File: src/design/cmhsv_pkg.sv
// ----------------------------------------------------------------------------
// cmhsv_pkg: shared types and constants
// Operation codes, state types and the request bundle of the serial
// multiply-divide unit of the HSV/RGB color register block.
// ----------------------------------------------------------------------------
package cmhsv_pkg;

  localparam logic [2:0] OP_HUE   = 3'd0;
  localparam logic [2:0] OP_SAT   = 3'd1;
  localparam logic [2:0] OP_VAL   = 3'd2;
  localparam logic [2:0] OP_RED   = 3'd3;
  localparam logic [2:0] OP_GREEN = 3'd4;
  localparam logic [2:0] OP_BLUE  = 3'd5;

  localparam logic [8:0] HUE_MAX  = 9'd359;
  localparam logic [7:0] PCT_MAX  = 8'd100;
  localparam logic [7:0] CH_MAX   = 8'd255;
  localparam logic [7:0] SEXT_DEG = 8'd60;
  localparam logic [9:0] FULL_DEG = 10'd360;
  localparam logic [8:0] HUE_GRN  = 9'd120;
  localparam logic [8:0] HUE_BLU  = 9'd240;

  typedef enum logic [1:0] {
    MD_IDLE,
    MD_MUL,
    MD_DIV
  } md_state_t;

  typedef enum logic [3:0] {
    S_IDLE,
    S_HSV_GO,
    S_RF,
    S_LT,
    S_LZ,
    S_SD,
    S_ST,
    S_SZ,
    S_RGB_GO,
    S_RV,
    S_RS,
    S_RH,
    S_DONE
  } ctl_state_t;

  typedef enum logic [1:0] {
    CH_RED,
    CH_GREEN,
    CH_BLUE
  } chan_t;

  // q = (a * b) / c, truncating
  typedef struct packed {
    logic       start;
    logic [7:0] a;
    logic [7:0] b;
    logic [7:0] c;
  } md_req_t;

endpackage

File: src/design/cmhsv_muldiv.sv
// ----------------------------------------------------------------------------
// cmhsv_muldiv: bit-serial multiply then divide
// Shift-add multiply over the 8 multiplier bits, restoring divide one quotient bit per
// cycle for 16 quotient bits. done pulses with the quotient on q.
// ----------------------------------------------------------------------------
module cmhsv_muldiv
  import cmhsv_pkg::*;
(
  input  logic       clk,
  input  logic       rst_n,
  input  md_req_t    req,
  output logic       done,
  output logic [7:0] q
);

  md_state_t   state_r, state_nxt;
  logic [15:0] mc_r, mc_nxt;
  logic [7:0]  mp_r, mp_nxt;
  logic [15:0] prod_r, prod_nxt;
  logic [7:0]  c_r, c_nxt;
  logic [7:0]  rem_r, rem_nxt;
  logic [3:0]  cnt_r, cnt_nxt;
  logic        done_r, done_nxt;
  logic [8:0]  rem_sh;
  logic [8:0]  rem_sub;

  always_ff @(posedge clk) begin
    if (!rst_n) begin
      state_r <= MD_IDLE;
      done_r  <= 1'b0;
    end else begin
      state_r <= state_nxt;
      done_r  <= done_nxt;
    end
    mc_r   <= mc_nxt;
    mp_r   <= mp_nxt;
    prod_r <= prod_nxt;
    c_r    <= c_nxt;
    rem_r  <= rem_nxt;
    cnt_r  <= cnt_nxt;
  end

  always_comb begin
    state_nxt = state_r;
    done_nxt  = 1'b0;
    mc_nxt    = mc_r;
    mp_nxt    = mp_r;
    prod_nxt  = prod_r;
    c_nxt     = c_r;
    rem_nxt   = rem_r;
    cnt_nxt   = cnt_r;
    rem_sh    = {rem_r, prod_r[15]};
    rem_sub   = rem_sh - {1'b0, c_r};
    unique case (state_r)
      MD_IDLE: begin
        if (req.start) begin
          mc_nxt    = {8'd0, req.a};
          mp_nxt    = req.b;
          prod_nxt  = 16'd0;
          c_nxt     = req.c;
          cnt_nxt   = 4'd0;
          state_nxt = MD_MUL;
        end
      end
      MD_MUL: begin
        if (mp_r[0]) begin
          prod_nxt = prod_r + mc_r;
        end
        mc_nxt  = {mc_r[14:0], 1'b0};
        mp_nxt  = {1'b0, mp_r[7:1]};
        cnt_nxt = cnt_r + 4'd1;
        if (cnt_r == 4'd7) begin
          cnt_nxt   = 4'd0;
          rem_nxt   = 8'd0;
          state_nxt = MD_DIV;
        end
      end
      MD_DIV: begin
        if (rem_sh >= {1'b0, c_r}) begin
          rem_nxt  = rem_sub[7:0];
          prod_nxt = {prod_r[14:0], 1'b1};
        end else begin
          rem_nxt  = rem_sh[7:0];
          prod_nxt = {prod_r[14:0], 1'b0};
        end
        cnt_nxt = cnt_r + 4'd1;
        if (cnt_r == 4'd15) begin
          done_nxt  = 1'b1;
          state_nxt = MD_IDLE;
        end
      end
      default: state_nxt = MD_IDLE;
    endcase
  end

  assign done = done_r;
  assign q    = prod_r[7:0];

endmodule

File: src/design/colour_model_hsv_rgb_sync_unit.sv
// ----------------------------------------------------------------------------
// colour_model_hsv_rgb_sync_unit: HSV/RGB color register block
// Holds one color in both HSV and RGB form and keeps the two in step.
//
// Each input transaction (in_operation, in_new_value) writes one component;
// each yields one output transaction with the changed flag and all six
// components. A write equal to the stored value, or an unused operation
// code, skips all scaling and loads the output register as soon as it is free.
// An RGB write loads it after up to three scaling steps, an HSV write after
// six: every scaling step runs through one shared bit-serial multiply-divide
// unit (8 multiply bits, 16 quotient bits, handoff); black stops after one
// RGB step, gray after two.
// One transaction is worked on at a time; in_stall is high while busy and
// drops in the same cycle that the result appears in the output register.
// A finished result sits in the output register while out_stall is high,
// and the next input transaction is taken meanwhile; its result waits until
// the register is free.
// Reset clears all components to zero (black) and empties the output.
// ----------------------------------------------------------------------------
module colour_model_hsv_rgb_sync_unit
  import cmhsv_pkg::*;
(
  input  logic              clk,
  input  logic              rst_n,
  input  logic              in_valid,
  output logic              in_stall,
  input  logic [2:0]        in_operation,
  input  logic signed [9:0] in_new_value,
  output logic              out_valid,
  input  logic              out_stall,
  output logic              out_changed,
  output logic [8:0]        out_hue_out,
  output logic [6:0]        out_sat_out,
  output logic [6:0]        out_val_out,
  output logic [7:0]        out_red_out,
  output logic [7:0]        out_green_out,
  output logic [7:0]        out_blue_out
);

  ctl_state_t state_r, state_nxt;
  logic [8:0] hue_r, hue_nxt;
  logic [6:0] sat_r, sat_nxt;
  logic [6:0] val_r, val_nxt;
  logic [7:0] red_r, red_nxt;
  logic [7:0] green_r, green_nxt;
  logic [7:0] blue_r, blue_nxt;
  logic [2:0] sext_r, sext_nxt;
  logic [7:0] t_r, t_nxt;
  logic [7:0] lt_r, lt_nxt;
  logic [7:0] lz_r, lz_nxt;
  logic       chg_r, chg_nxt;
  logic       out_valid_r, out_valid_nxt;
  logic       o_chg_r, o_chg_nxt;
  logic [8:0] o_hue_r, o_hue_nxt;
  logic [6:0] o_sat_r, o_sat_nxt;
  logic [6:0] o_val_r, o_val_nxt;
  logic [7:0] o_red_r, o_red_nxt;
  logic [7:0] o_green_r, o_green_nxt;
  logic [7:0] o_blue_r, o_blue_nxt;

  md_req_t    md_req;
  logic       md_done;
  logic [7:0] md_q;

  logic signed [9:0] cur_s;
  logic signed [9:0] top_s;
  logic              op_ok;
  logic              to_rgb;
  logic [8:0]        clv;
  logic [2:0]        sext;
  logic [8:0]        sext_base;
  logic [8:0]        f_full;
  logic [5:0]        f;
  logic [7:0]        inv_sat;
  logic [7:0]        mx;
  logic [7:0]        mn;
  logic [7:0]        dd;
  logic signed [8:0] dif;
  logic [7:0]        mag;
  logic [8:0]        hbase;
  logic signed [9:0] hs;
  logic              ch_wr;
  chan_t             ch_sel;

  cmhsv_muldiv u_md (
    .clk   (clk),
    .rst_n (rst_n),
    .req   (md_req),
    .done  (md_done),
    .q     (md_q)
  );

  always_ff @(posedge clk) begin
    if (!rst_n) begin
      state_r     <= S_IDLE;
      out_valid_r <= 1'b0;
      hue_r       <= 9'd0;
      sat_r       <= 7'd0;
      val_r       <= 7'd0;
      red_r       <= 8'd0;
      green_r     <= 8'd0;
      blue_r      <= 8'd0;
    end else begin
      state_r     <= state_nxt;
      out_valid_r <= out_valid_nxt;
      hue_r       <= hue_nxt;
      sat_r       <= sat_nxt;
      val_r       <= val_nxt;
      red_r       <= red_nxt;
      green_r     <= green_nxt;
      blue_r      <= blue_nxt;
    end
    sext_r    <= sext_nxt;
    t_r       <= t_nxt;
    lt_r      <= lt_nxt;
    lz_r      <= lz_nxt;
    chg_r     <= chg_nxt;
    o_chg_r   <= o_chg_nxt;
    o_hue_r   <= o_hue_nxt;
    o_sat_r   <= o_sat_nxt;
    o_val_r   <= o_val_nxt;
    o_red_r   <= o_red_nxt;
    o_green_r <= o_green_nxt;
    o_blue_r  <= o_blue_nxt;
  end

  // input decode and clamp
  always_comb begin
    cur_s  = 10'sd0;
    top_s  = 10'sd0;
    op_ok  = 1'b1;
    to_rgb = 1'b0;
    unique case (in_operation)
      OP_HUE: begin
        cur_s  = $signed({1'b0, hue_r});
        top_s  = $signed({1'b0, HUE_MAX});
        to_rgb = 1'b1;
      end
      OP_SAT: begin
        cur_s  = $signed({3'b0, sat_r});
        top_s  = $signed({2'b0, PCT_MAX});
        to_rgb = 1'b1;
      end
      OP_VAL: begin
        cur_s  = $signed({3'b0, val_r});
        top_s  = $signed({2'b0, PCT_MAX});
        to_rgb = 1'b1;
      end
      OP_RED: begin
        cur_s = $signed({2'b0, red_r});
        top_s = $signed({2'b0, CH_MAX});
      end
      OP_GREEN: begin
        cur_s = $signed({2'b0, green_r});
        top_s = $signed({2'b0, CH_MAX});
      end
      OP_BLUE: begin
        cur_s = $signed({2'b0, blue_r});
        top_s = $signed({2'b0, CH_MAX});
      end
      default: op_ok = 1'b0;
    endcase
    if (in_new_value[9]) begin
      clv = 9'd0;
    end else if (in_new_value > top_s) begin
      clv = top_s[8:0];
    end else begin
      clv = in_new_value[8:0];
    end
  end

  // sextant, remainder, RGB extremes and hue from the last quotient
  always_comb begin
    if (hue_r >= 9'd300) begin
      sext = 3'd5;
    end else if (hue_r >= 9'd240) begin
      sext = 3'd4;
    end else if (hue_r >= 9'd180) begin
      sext = 3'd3;
    end else if (hue_r >= 9'd120) begin
      sext = 3'd2;
    end else if (hue_r >= 9'd60) begin
      sext = 3'd1;
    end else begin
      sext = 3'd0;
    end
    sext_base = 9'(sext) * 9'(SEXT_DEG);
    f_full    = hue_r - sext_base;
    f         = f_full[5:0];
    inv_sat   = PCT_MAX - {1'b0, sat_r};

    mx = (red_r > green_r) ? red_r : green_r;
    if (blue_r > mx) begin
      mx = blue_r;
    end
    mn = (red_r < green_r) ? red_r : green_r;
    if (blue_r < mn) begin
      mn = blue_r;
    end
    dd = mx - mn;

    if (red_r == mx) begin
      dif   = $signed({1'b0, green_r}) - $signed({1'b0, blue_r});
      hbase = 9'd0;
    end else if (green_r == mx) begin
      dif   = $signed({1'b0, blue_r}) - $signed({1'b0, red_r});
      hbase = HUE_GRN;
    end else begin
      dif   = $signed({1'b0, red_r}) - $signed({1'b0, green_r});
      hbase = HUE_BLU;
    end
    mag = dif[8] ? 8'(-dif) : dif[7:0];
    if (dif[8]) begin
      hs = $signed({1'b0, hbase}) - $signed({2'b0, md_q});
    end else begin
      hs = $signed({1'b0, hbase}) + $signed({2'b0, md_q});
    end
    if (hs[9]) begin
      hs = hs + $signed(FULL_DEG);
    end
  end

  // sequencer
  always_comb begin
    state_nxt     = state_r;
    hue_nxt       = hue_r;
    sat_nxt       = sat_r;
    val_nxt       = val_r;
    red_nxt       = red_r;
    green_nxt     = green_r;
    blue_nxt      = blue_r;
    sext_nxt      = sext_r;
    t_nxt         = t_r;
    lt_nxt        = lt_r;
    lz_nxt        = lz_r;
    chg_nxt       = chg_r;
    out_valid_nxt = out_valid_r & out_stall;
    o_chg_nxt     = o_chg_r;
    o_hue_nxt     = o_hue_r;
    o_sat_nxt     = o_sat_r;
    o_val_nxt     = o_val_r;
    o_red_nxt     = o_red_r;
    o_green_nxt   = o_green_r;
    o_blue_nxt    = o_blue_r;
    md_req        = '0;
    ch_wr         = 1'b0;
    ch_sel        = CH_RED;

    unique case (state_r)
      S_IDLE: begin
        if (in_valid) begin
          chg_nxt   = op_ok && (cur_s != in_new_value);
          state_nxt = S_DONE;
          if (op_ok && (cur_s != in_new_value)) begin
            state_nxt = to_rgb ? S_HSV_GO : S_RGB_GO;
            case (in_operation)
              OP_HUE:   hue_nxt   = clv;
              OP_SAT:   sat_nxt   = clv[6:0];
              OP_VAL:   val_nxt   = clv[6:0];
              OP_RED:   red_nxt   = clv[7:0];
              OP_GREEN: green_nxt = clv[7:0];
              default:  blue_nxt  = clv[7:0];
            endcase
          end
        end
      end
      S_HSV_GO: begin
        sext_nxt     = sext;
        md_req.start = 1'b1;
        md_req.a     = sext[0] ? (SEXT_DEG - {2'b0, f}) : {2'b0, f};
        md_req.b     = 8'd17;
        md_req.c     = 8'd4;
        state_nxt    = S_RF;
      end
      S_RF: begin
        if (md_done) begin
          t_nxt        = md_q;
          md_req.start = 1'b1;
          md_req.a     = inv_sat;
          md_req.b     = CH_MAX - md_q;
          md_req.c     = PCT_MAX;
          state_nxt    = S_LT;
        end
      end
      S_LT: begin
        if (md_done) begin
          lt_nxt       = md_q + t_r;
          md_req.start = 1'b1;
          md_req.a     = inv_sat;
          md_req.b     = CH_MAX;
          md_req.c     = PCT_MAX;
          state_nxt    = S_LZ;
        end
      end
      S_LZ: begin
        if (md_done) begin
          lz_nxt       = md_q;
          md_req.start = 1'b1;
          md_req.a     = {1'b0, val_r};
          md_req.b     = CH_MAX;
          md_req.c     = PCT_MAX;
          state_nxt    = S_SD;
        end
      end
      S_SD: begin
        if (md_done) begin
          ch_wr = 1'b1;
          case (sext_r) inside
            3'd1, 3'd2: ch_sel = CH_GREEN;
            3'd3, 3'd4: ch_sel = CH_BLUE;
            default:    ch_sel = CH_RED;
          endcase
          md_req.start = 1'b1;
          md_req.a     = {1'b0, val_r};
          md_req.b     = lt_r;
          md_req.c     = PCT_MAX;
          state_nxt    = S_ST;
        end
      end
      S_ST: begin
        if (md_done) begin
          ch_wr = 1'b1;
          case (sext_r) inside
            3'd1, 3'd4: ch_sel = CH_RED;
            3'd2, 3'd5: ch_sel = CH_BLUE;
            default:    ch_sel = CH_GREEN;
          endcase
          md_req.start = 1'b1;
          md_req.a     = {1'b0, val_r};
          md_req.b     = lz_r;
          md_req.c     = PCT_MAX;
          state_nxt    = S_SZ;
        end
      end
      S_SZ: begin
        if (md_done) begin
          ch_wr = 1'b1;
          case (sext_r) inside
            3'd2, 3'd3: ch_sel = CH_RED;
            3'd4, 3'd5: ch_sel = CH_GREEN;
            default:    ch_sel = CH_BLUE;
          endcase
          state_nxt = S_DONE;
        end
      end
      S_RGB_GO: begin
        md_req.start = 1'b1;
        md_req.a     = mx;
        md_req.b     = PCT_MAX;
        md_req.c     = CH_MAX;
        state_nxt    = S_RV;
      end
      S_RV: begin
        if (md_done) begin
          val_nxt = md_q[6:0];
          if (mx == 8'd0) begin
            sat_nxt   = 7'd0;
            hue_nxt   = 9'd0;
            state_nxt = S_DONE;
          end else begin
            md_req.start = 1'b1;
            md_req.a     = dd;
            md_req.b     = PCT_MAX;
            md_req.c     = mx;
            state_nxt    = S_RS;
          end
        end
      end
      S_RS: begin
        if (md_done) begin
          sat_nxt = md_q[6:0];
          if (dd == 8'd0) begin
            hue_nxt   = 9'd0;
            state_nxt = S_DONE;
          end else begin
            md_req.start = 1'b1;
            md_req.a     = SEXT_DEG;
            md_req.b     = mag;
            md_req.c     = dd;
            state_nxt    = S_RH;
          end
        end
      end
      S_RH: begin
        if (md_done) begin
          hue_nxt   = hs[8:0];
          state_nxt = S_DONE;
        end
      end
      S_DONE: begin
        if (!out_valid_r || !out_stall) begin
          out_valid_nxt = 1'b1;
          o_chg_nxt     = chg_r;
          o_hue_nxt     = hue_r;
          o_sat_nxt     = sat_r;
          o_val_nxt     = val_r;
          o_red_nxt     = red_r;
          o_green_nxt   = green_r;
          o_blue_nxt    = blue_r;
          state_nxt     = S_IDLE;
        end
      end
      default: state_nxt = S_IDLE;
    endcase

    if (ch_wr) begin
      case (ch_sel)
        CH_GREEN: green_nxt = md_q;
        CH_BLUE:  blue_nxt  = md_q;
        default:  red_nxt   = md_q;
      endcase
    end
  end

  assign in_stall      = (state_r != S_IDLE);
  assign out_valid     = out_valid_r;
  assign out_changed   = o_chg_r;
  assign out_hue_out   = o_hue_r;
  assign out_sat_out   = o_sat_r;
  assign out_val_out   = o_val_r;
  assign out_red_out   = o_red_r;
  assign out_green_out = o_green_r;
  assign out_blue_out  = o_blue_r;

endmodule

File: config.mk
export PLATFORM = sky130hd
export DESIGN_NAME = colour_model_hsv_rgb_sync_unit
export DESIGN_NICKNAME = d
export VERILOG_FILES = /design/src/design/cmhsv_pkg.sv /design/src/design/cmhsv_muldiv.sv /design/src/design/colour_model_hsv_rgb_sync_unit.sv
export SDC_FILE = /design/constraint.sdc
export NUM_CORES = 1
export LEC_CHECK = 0
export ABC_AREA = 1
export BUFFER_PORTS_ARGS = -buffer_cell sky130_fd_sc_hd__buf_2
export CAP_MARGIN = 20
export CORE_ASPECT_RATIO = 1.1
export CORE_MARGIN = 2
export CORE_UTILIZATION = 50
export CTS_CLUSTER_SIZE = 28
export DETAILED_ROUTE_END_ITERATION = 6
export PLACE_DENSITY = 0.67
export SLEW_MARGIN = 20
export SYNTH_ARGS = -nofsm -noshare
export SYNTH_HDL_FRONTEND = slang
export SYNTH_SLANG_ARGS = --single-unit
File: constraint.sdc
create_clock -name clk -period 6.6 [get_ports clk]
set_clock_uncertainty 0.15 [all_clocks]
set_input_delay 0.66 -clock clk [delete_from_list [all_inputs] [get_ports clk]]
set_output_delay 0.66 -clock clk [all_outputs]
set_load 0.05 [all_outputs]
# Word-level counts from Yosys, hierarchy flattened
# Index checks and enable logic that the tools add are counted.
# W data, S select, Z words.
[op_classes]
add_sub_neg = 16
multipliers = 1
order_cmp = 11
n_eq_ne = 52
mux = 119
bitwise_logic = 1
reduce_logical = 46
[op_table]
columns = ["op", "n"]
rows = [
  ["$mux W8", 29],
  ["$mux W25", 9],
  ["$pmux W25 S9", 1],
  ["$mux W9", 13],
  ["$mux W7", 9],
  ["$mux W4", 14],
  ["$pmux W9 S6", 1],
  ["$mux W16", 3],
  ["$pmux W16 S3", 1],
  ["$pmux W4 S12", 1],
  ["$pmux W9 S4", 1],
  ["$sub A8 B8 Y9", 4],
  ["$pmux W16 S2", 1],
  ["$pmux W8 S2", 2],
  ["$ne A2 B1 Y1 const B", 15],
  ["$mux W2", 14],
  ["$pmux W9 S3", 1],
  ["$eq A4 B4 Y1 const B", 6],
  ["$pmux W7 S3", 1],
  ["$eq A4 B3 Y1 const B", 5],
  ["$reduce_and A2 Y1", 10],
  ["$ge A9 B8 Y1 const B", 2],
  ["$reduce_or A2 Y1", 9],
  ["$add A16 B16 Y16", 1],
  ["53 further kinds", 93],
]
[totals]
reg_bits = 191
word_cells = 274

# Depth between registers and ports, before layout
[logic_depth]
word_depth = 14
ltp_mapped = 45
ltp_nobuf = 42

# By module
# Synthesis repeated with hierarchy kept, for this count alone.
[hier_totals]
cells_unflattened = 1940
hier_area_um2 = 14724.1
[modules_own_cells]
columns = ["mod", "n_inst", "cells_per_inst", "area_each_um2", "seq_area_each_um2"]
rows = [
  ["colour_model_hsv_rgb_sync_unit", 1, 1446, 10696.5, 3323.2],
  ["cmhsv_muldiv", 1, 494, 4027.6, 1861.8],
]

# Least setup slack after synthesis
# Ideal clock, no wire load.
[synth_timing]
path_type = "flip-flop to flip-flop"
from = "register green_r[3]"
to = "register u_md.mc_r[0], enable pin"
setup_ns = 0.413
arrival_ns = 5.825
path_slack_ns = 0.212
path_stages_with_launch = 38
path_buffers = 2
synth_period_minus_slack_ns = 6.388
cell_sequence = "dfxtp_1 inv_1 ha_1 nand2_2 inv_1 nand2_1 nand2_1 nand2_1 nand3_2 nand2_2 clkbuf_1 nand2_1 o21ai_0 inv_1 ha_1 a21oi_1 nor2_1 a211oi_1 [2 not listed] buf_8 nand2_2 nand2_2 inv_1 ha_1 fa_1 inv_1 nand2_1 nand3_1 nand2_1 xor2_1 nand2_1 nor2_1 nand3_2 nand2_2 nand3_1 inv_1 a21oi_1"
[synth_between]
elab_chain_len = 11
[synth_rtl]
columns = ["element", "line_no", "source"]
rows = [
  ["start, declared", "colour_model_hsv_rgb_sync_unit.sv:45", "logic [7:0] green_r, green_nxt;"],
  ["start signal, assigned", "colour_model_hsv_rgb_sync_unit.sv:110", "green_r <= green_nxt;"],
  ["$gt A8 B8 Y1 / $lt A8 B8 Y1 (equally long branches)", "colour_model_hsv_rgb_sync_unit.sv:192, colour_model_hsv_rgb_sync_unit.sv:196", ""],
  ["$mux W8, on equally long branches", "colour_model_hsv_rgb_sync_unit.sv:192, colour_model_hsv_rgb_sync_unit.sv:196", ""],
  ["$gt A8 B8 Y1 / $lt A8 B8 Y1 (equally long branches)", "colour_model_hsv_rgb_sync_unit.sv:193, colour_model_hsv_rgb_sync_unit.sv:197", ""],
  ["$mux W8, on equally long branches", "colour_model_hsv_rgb_sync_unit.sv:193, colour_model_hsv_rgb_sync_unit.sv:197", ""],
  ["$sub A8 B8 Y8", "colour_model_hsv_rgb_sync_unit.sv:200", "dd = mx - mn;"],
  ["$logic_not A8 Y1", "colour_model_hsv_rgb_sync_unit.sv:372", "if (dd == 8'd0) begin"],
  ["$mux W25", "colour_model_hsv_rgb_sync_unit.sv:372", ""],
  ["$mux W25", "colour_model_hsv_rgb_sync_unit.sv:370", "if (md_done) begin"],
  ["$pmux W25 S9 *", "colour_model_hsv_rgb_sync_unit.sv:249", "unique case (state_r)"],
  ["$ne A2 B2 Y1 (no line) *", "--", ""],
  ["$reduce_and A2 Y1 (no line) *", "--", ""],
  ["end signal, assigned", "cmhsv_muldiv.sv:35", "mc_r <= mc_nxt;"],
  ["end, declared", "cmhsv_muldiv.sv:17", "logic [15:0] mc_r, mc_nxt;"],
]
# Every way passes the cells marked *; elsewhere a longest branch is shown, timed or not.
# A chain may end at the register's enable or synchronous reset.

# Worst setup path in the final report
[layout_timing]
from = "register green_r[4]"
to = "register u_md.mp_r[6], data pin"
[layout_between]
elab_chain_len = 14
[layout_rtl]
columns = ["element", "line_no", "source"]
rows = [
  ["$gt A8 B8 Y1", "colour_model_hsv_rgb_sync_unit.sv:192", "mx = (red_r > green_r) ? red_r : green_r;"],
  ["$mux W8", "colour_model_hsv_rgb_sync_unit.sv:192", ""],
  ["$gt A8 B8 Y1", "colour_model_hsv_rgb_sync_unit.sv:193", "if (blue_r > mx) begin"],
  ["$mux W8", "colour_model_hsv_rgb_sync_unit.sv:193", ""],
  ["$eq A8 B8 Y1", "colour_model_hsv_rgb_sync_unit.sv:205", "end else if (green_r == mx) begin"],
  ["$mux W9", "colour_model_hsv_rgb_sync_unit.sv:205", ""],
  ["$mux W9", "colour_model_hsv_rgb_sync_unit.sv:202", "if (red_r == mx) begin"],
  ["$neg A8 Y8", "colour_model_hsv_rgb_sync_unit.sv:212", "mag = dif[8] ? 8'(-dif) : dif[7:0];"],
  ["$mux W8", "colour_model_hsv_rgb_sync_unit.sv:212", ""],
  ["$mux W25", "colour_model_hsv_rgb_sync_unit.sv:372", ""],
  ["$mux W25", "colour_model_hsv_rgb_sync_unit.sv:370", ""],
  ["$pmux W25 S9 *", "colour_model_hsv_rgb_sync_unit.sv:249", ""],
  ["$mux W8 *", "cmhsv_muldiv.sv:56", "if (req.start) begin"],
  ["$pmux W8 S2 *", "cmhsv_muldiv.sv:54", "unique case (state_r)"],
  ["named net u_md.mp_nxt[6]", "cmhsv_muldiv.sv:18", "logic [7:0] mp_r, mp_nxt;"],
  ["end signal, assigned", "cmhsv_muldiv.sv:36", "mp_r <= mp_nxt;"],
  ["end, declared", "cmhsv_muldiv.sv:18", ""],
]
# Mark *: on every way through the listed nets, which the timed path passes. The rest lies on a longest branch. The select of a mux whose other input is x is not followed.

==> results.md <==
* Mapped Nets at 1995
* Final GP Congestion at 0.973
* Clk root buf: clkbuf_16
* GRT overflow at 0
* CP Class: register to register
* Post-Syn Area at 14200 µm²
* Area share of the largest cell type after synthesis at 28.7%
* Die Ht at 181 µm
* Synth warn at 0
* Initial antenna violation count at 0
* # DRC at 0
* Slew Limit Fails at 0
* Tmin final at 6.19 ns
* Hold WS at 0.306 ns
* DRT Pass-1 Iters at 5
* Hold Buf Count CTS at 0
* FF-to-FF Start: green_r[4]
* Worst slew margin at 31.6%
* Port bufs at 66
* Clk slew on worst S/H paths at 0.08 ns
* Vias in the first global route at 12700
* CP startpoint: green_r[4]
* Worst flop-to-flop path endpoint: u_md.mp_r[6]
* Critical path peak fanout at 15
* Clk buf depth at 2
* CP max stage cell: dfxtp_1
* Data required, critical path at 6.66 ns
* Most used DFF post-synth: edfxtp_1
* DR WL/cell at 20.5 µm
* Status: finished clean
* Reg2Reg Depth at 34
* Netlist cell types at 55
* Die Footprint at 29800 µm²
* Area growth, synth to finish at 11.2%
* Core box area at 27900 µm²
* Fin util at 56.7%
* Crit path capture type: register
* Final nets at 2088
* FF+latch count, synth at 191
* TritonCTS clock tree: built
* Area contributors post-synth: edfxtp_1 29%, nand2_1 10%, ha_1 9.3%, dfxtp_1 7.7%, inv_1 7.1%
* Routed wire length at 47.9 mm
* Critical Path Sink: u_md.mp_r[6]
* Final ANT Viol Nets at 0
* Syn Inst Count at 1862
* Initial DRC Count at 1315
* Crit-path leading delay family: simple AND/OR/NAND/NOR gates
* Final TNS setup at 0 ns
* Final worst path period share at 93.7%
* Num ports at 67
* Clk_lat worst skew at 0.46 ns
* Arr. time, crit path at 6.25 ns
* FMAX at 162 MHz
* # rows at 64
* Largest net degree at the start of global routing at 43
* Number of diodes at 0
* # fillers at 2636
* Fraction of registers with async set/reset at 0%
* DP Wirelength at 36.8 mm
* DR vias at 13700
* Area leader, netlist: edfxtp_1
* Max stage delay on crit path at 0.43 ns
* Final Hold Vio Count at 0
* Initial core utilization at 51.0%
* Critical path launch point type: register
* Seq/Total Area, Yosys at 36.5%
* Total GRT Usage at 32.3%
* Number of synthesized flops with an enable pin at 136
* Reg2reg setup slack at 0.41 ns
* Final setup vio count at 0
* Most used cell, CP: nand2_1
* Hold Crit Class: register to register
* Worst-Margin Slew at 1.03 ns
* Via density per instance at 5.86
* Layout cells sized above 1 at 10.6%
* Htree depth at 4
* Die X at 165 µm
* First-pass GRT wire length at 72.7 mm
* Buf+Inv Stages, Crit Path at 4
* Clock sinks at 191
* Cells after DPL at 2297
* Non-Filler Instances at 2331
* Syn avg cell area at 7.64 µm²
* Crit path depth at 34
* Max-cap violation count at 0
* TritonCTS Buffers at 17
-- synthesized netlist by cell type (all sizes together) (3+ instances only) --
cell    number
xor2        37
xnor2       16
ha         106
buf         10
nor2       167
a211oi      13
nor3        19
o211ai      27
inv        276
fa          10
a31oi       11
dfxtp       55
o22ai       24
nand2      408
o21ai      144
clkbuf      26
nor4         4
or2         16
o21a         5
o21bai       9
o221ai      12
nand3      113
clkinv      10
edfxtp     136
nand4       12
o31ai        3
a21oi      155
a221oi      21
-- metal layers --
metal  vias to the layer above  global-route usage [%]  share of wire [%]
li1                       6501                       -                  -
met1                      6407                    44.1                 42
met2                       631                    50.4                 45
met3                       124                    4.68                8.0
met4                         0                    15.3                5.0
met5                         -                       0                  0
-- worst min path at each step --
stage	start	slack, ns	cells past startpoint	end
3_3_place_gp	hue_r[1]	0.28	0	out_hue_out[1]
5_1_grt	hue_r[1]	0.32	0	out_hue_out[1]
2_1_floorplan	chg_r	0.25	0	out_changed
3_5_place_dp	hue_r[1]	0.28	0	out_hue_out[1]
6_report	hue_r[1]	0.31	0	out_hue_out[1]
4_1_cts	hue_r[1]	0.31	0	out_hue_out[1]
-- area by class of cell --
class / count / area (µm²) / share of cell area, %
Timing Repair Buffer: 110 / 661 / 4.18
Inverter: 286 / 1070 / 6.79
Sequential cell: 191 / 5180 / 32.8
Clock inverter: 15 / 200 / 1.27
Multi-Input combinational cell: 1349 / 7810 / 49.4
Clock buffer: 17 / 425 / 2.69
Tap cell: 363 / 454 / 2.87
-- flip-flops by register name (all words and copies together), names as in the netlist, 9 cells and up --
name / count
u_md.prod_r: 16
hue_r: 9
out_hue_out: 9
u_md.mc_r: 16
-- logic make-up after synthesis --
group	Yosys count	synth area share, %
adder cells (fa/ha/maj)	116	10.7
XOR/XNOR	53	3.37
buffers and inverters	322	8.89
flip-flops	191	36.5
AO/OA/AOI/OAI	435	17.8
AND/OR/NAND/NOR	745	22.7
-- metrics by stage --
step / setup WS [ns] / cell area (µm²)
finish: 0.413 / 15800
detailed placement: 0.303 / 15100
global route: -0.0125 / 15800
floorplan: 0.212 / 14200
CTS: 0.242 / 15800
global placement: 0.483 / 15100
-- cells in the final DEF (no fill, tap or decap), types with 9 or more instances in the layout --
| master | netlist | layout |
|---|---|---|
| a21oi_1 | 155 | 152 |
| a221oi_1 | 21 | 21 |
| o21ai_1 | 9 | 9 |
| nand3_1 | 106 | 106 |
| o211ai_1 | 27 | 27 |
| o22ai_1 | 24 | 24 |
| xnor2_1 | 16 | 16 |
| a211oi_1 | 12 | 12 |
| buf_4 | 1 | 44 |
| clkbuf_16 | 0 | 17 |
| nand4_1 | 10 | 10 |
| o221ai_1 | 12 | 12 |
| fa_1 | 10 | 10 |
| xor2_1 | 35 | 35 |
| o21ai_0 | 135 | 134 |
| clkinv_1 | 10 | 10 |
| dfxtp_1 | 55 | 55 |
| edfxtp_1 | 136 | 136 |
| nand2_1 | 385 | 385 |
| buf_2 | 3 | 66 |
| or2_2 | 11 | 11 |
| nand2_2 | 18 | 16 |
| a31oi_1 | 11 | 11 |
| inv_1 | 269 | 269 |
| nor2_1 | 160 | 160 |
| nor3_1 | 18 | 18 |
| ha_1 | 106 | 106 |
| o21bai_1 | 9 | 9 |
-- timing repair --
action | CTS | global route
endpoints found under the setup margin | 0 | 40
resized for setup | 0 | 6
buffers inserted | 0 | 2
-- worst reg2reg max path: cells and delay by family (launching register included) --
family                   cells  cell delay [ns]
AO/OA/AOI/OAI                4             0.64
adder cells (fa/ha/maj)      2             0.72
buffers and inverters        4             0.53
flip-flops                   1             0.43
AND/OR/NAND/NOR             24             3.49
Power is not shown: default switching activity piles up to over one toggle a cycle in this logic, so the estimate is an artifact.
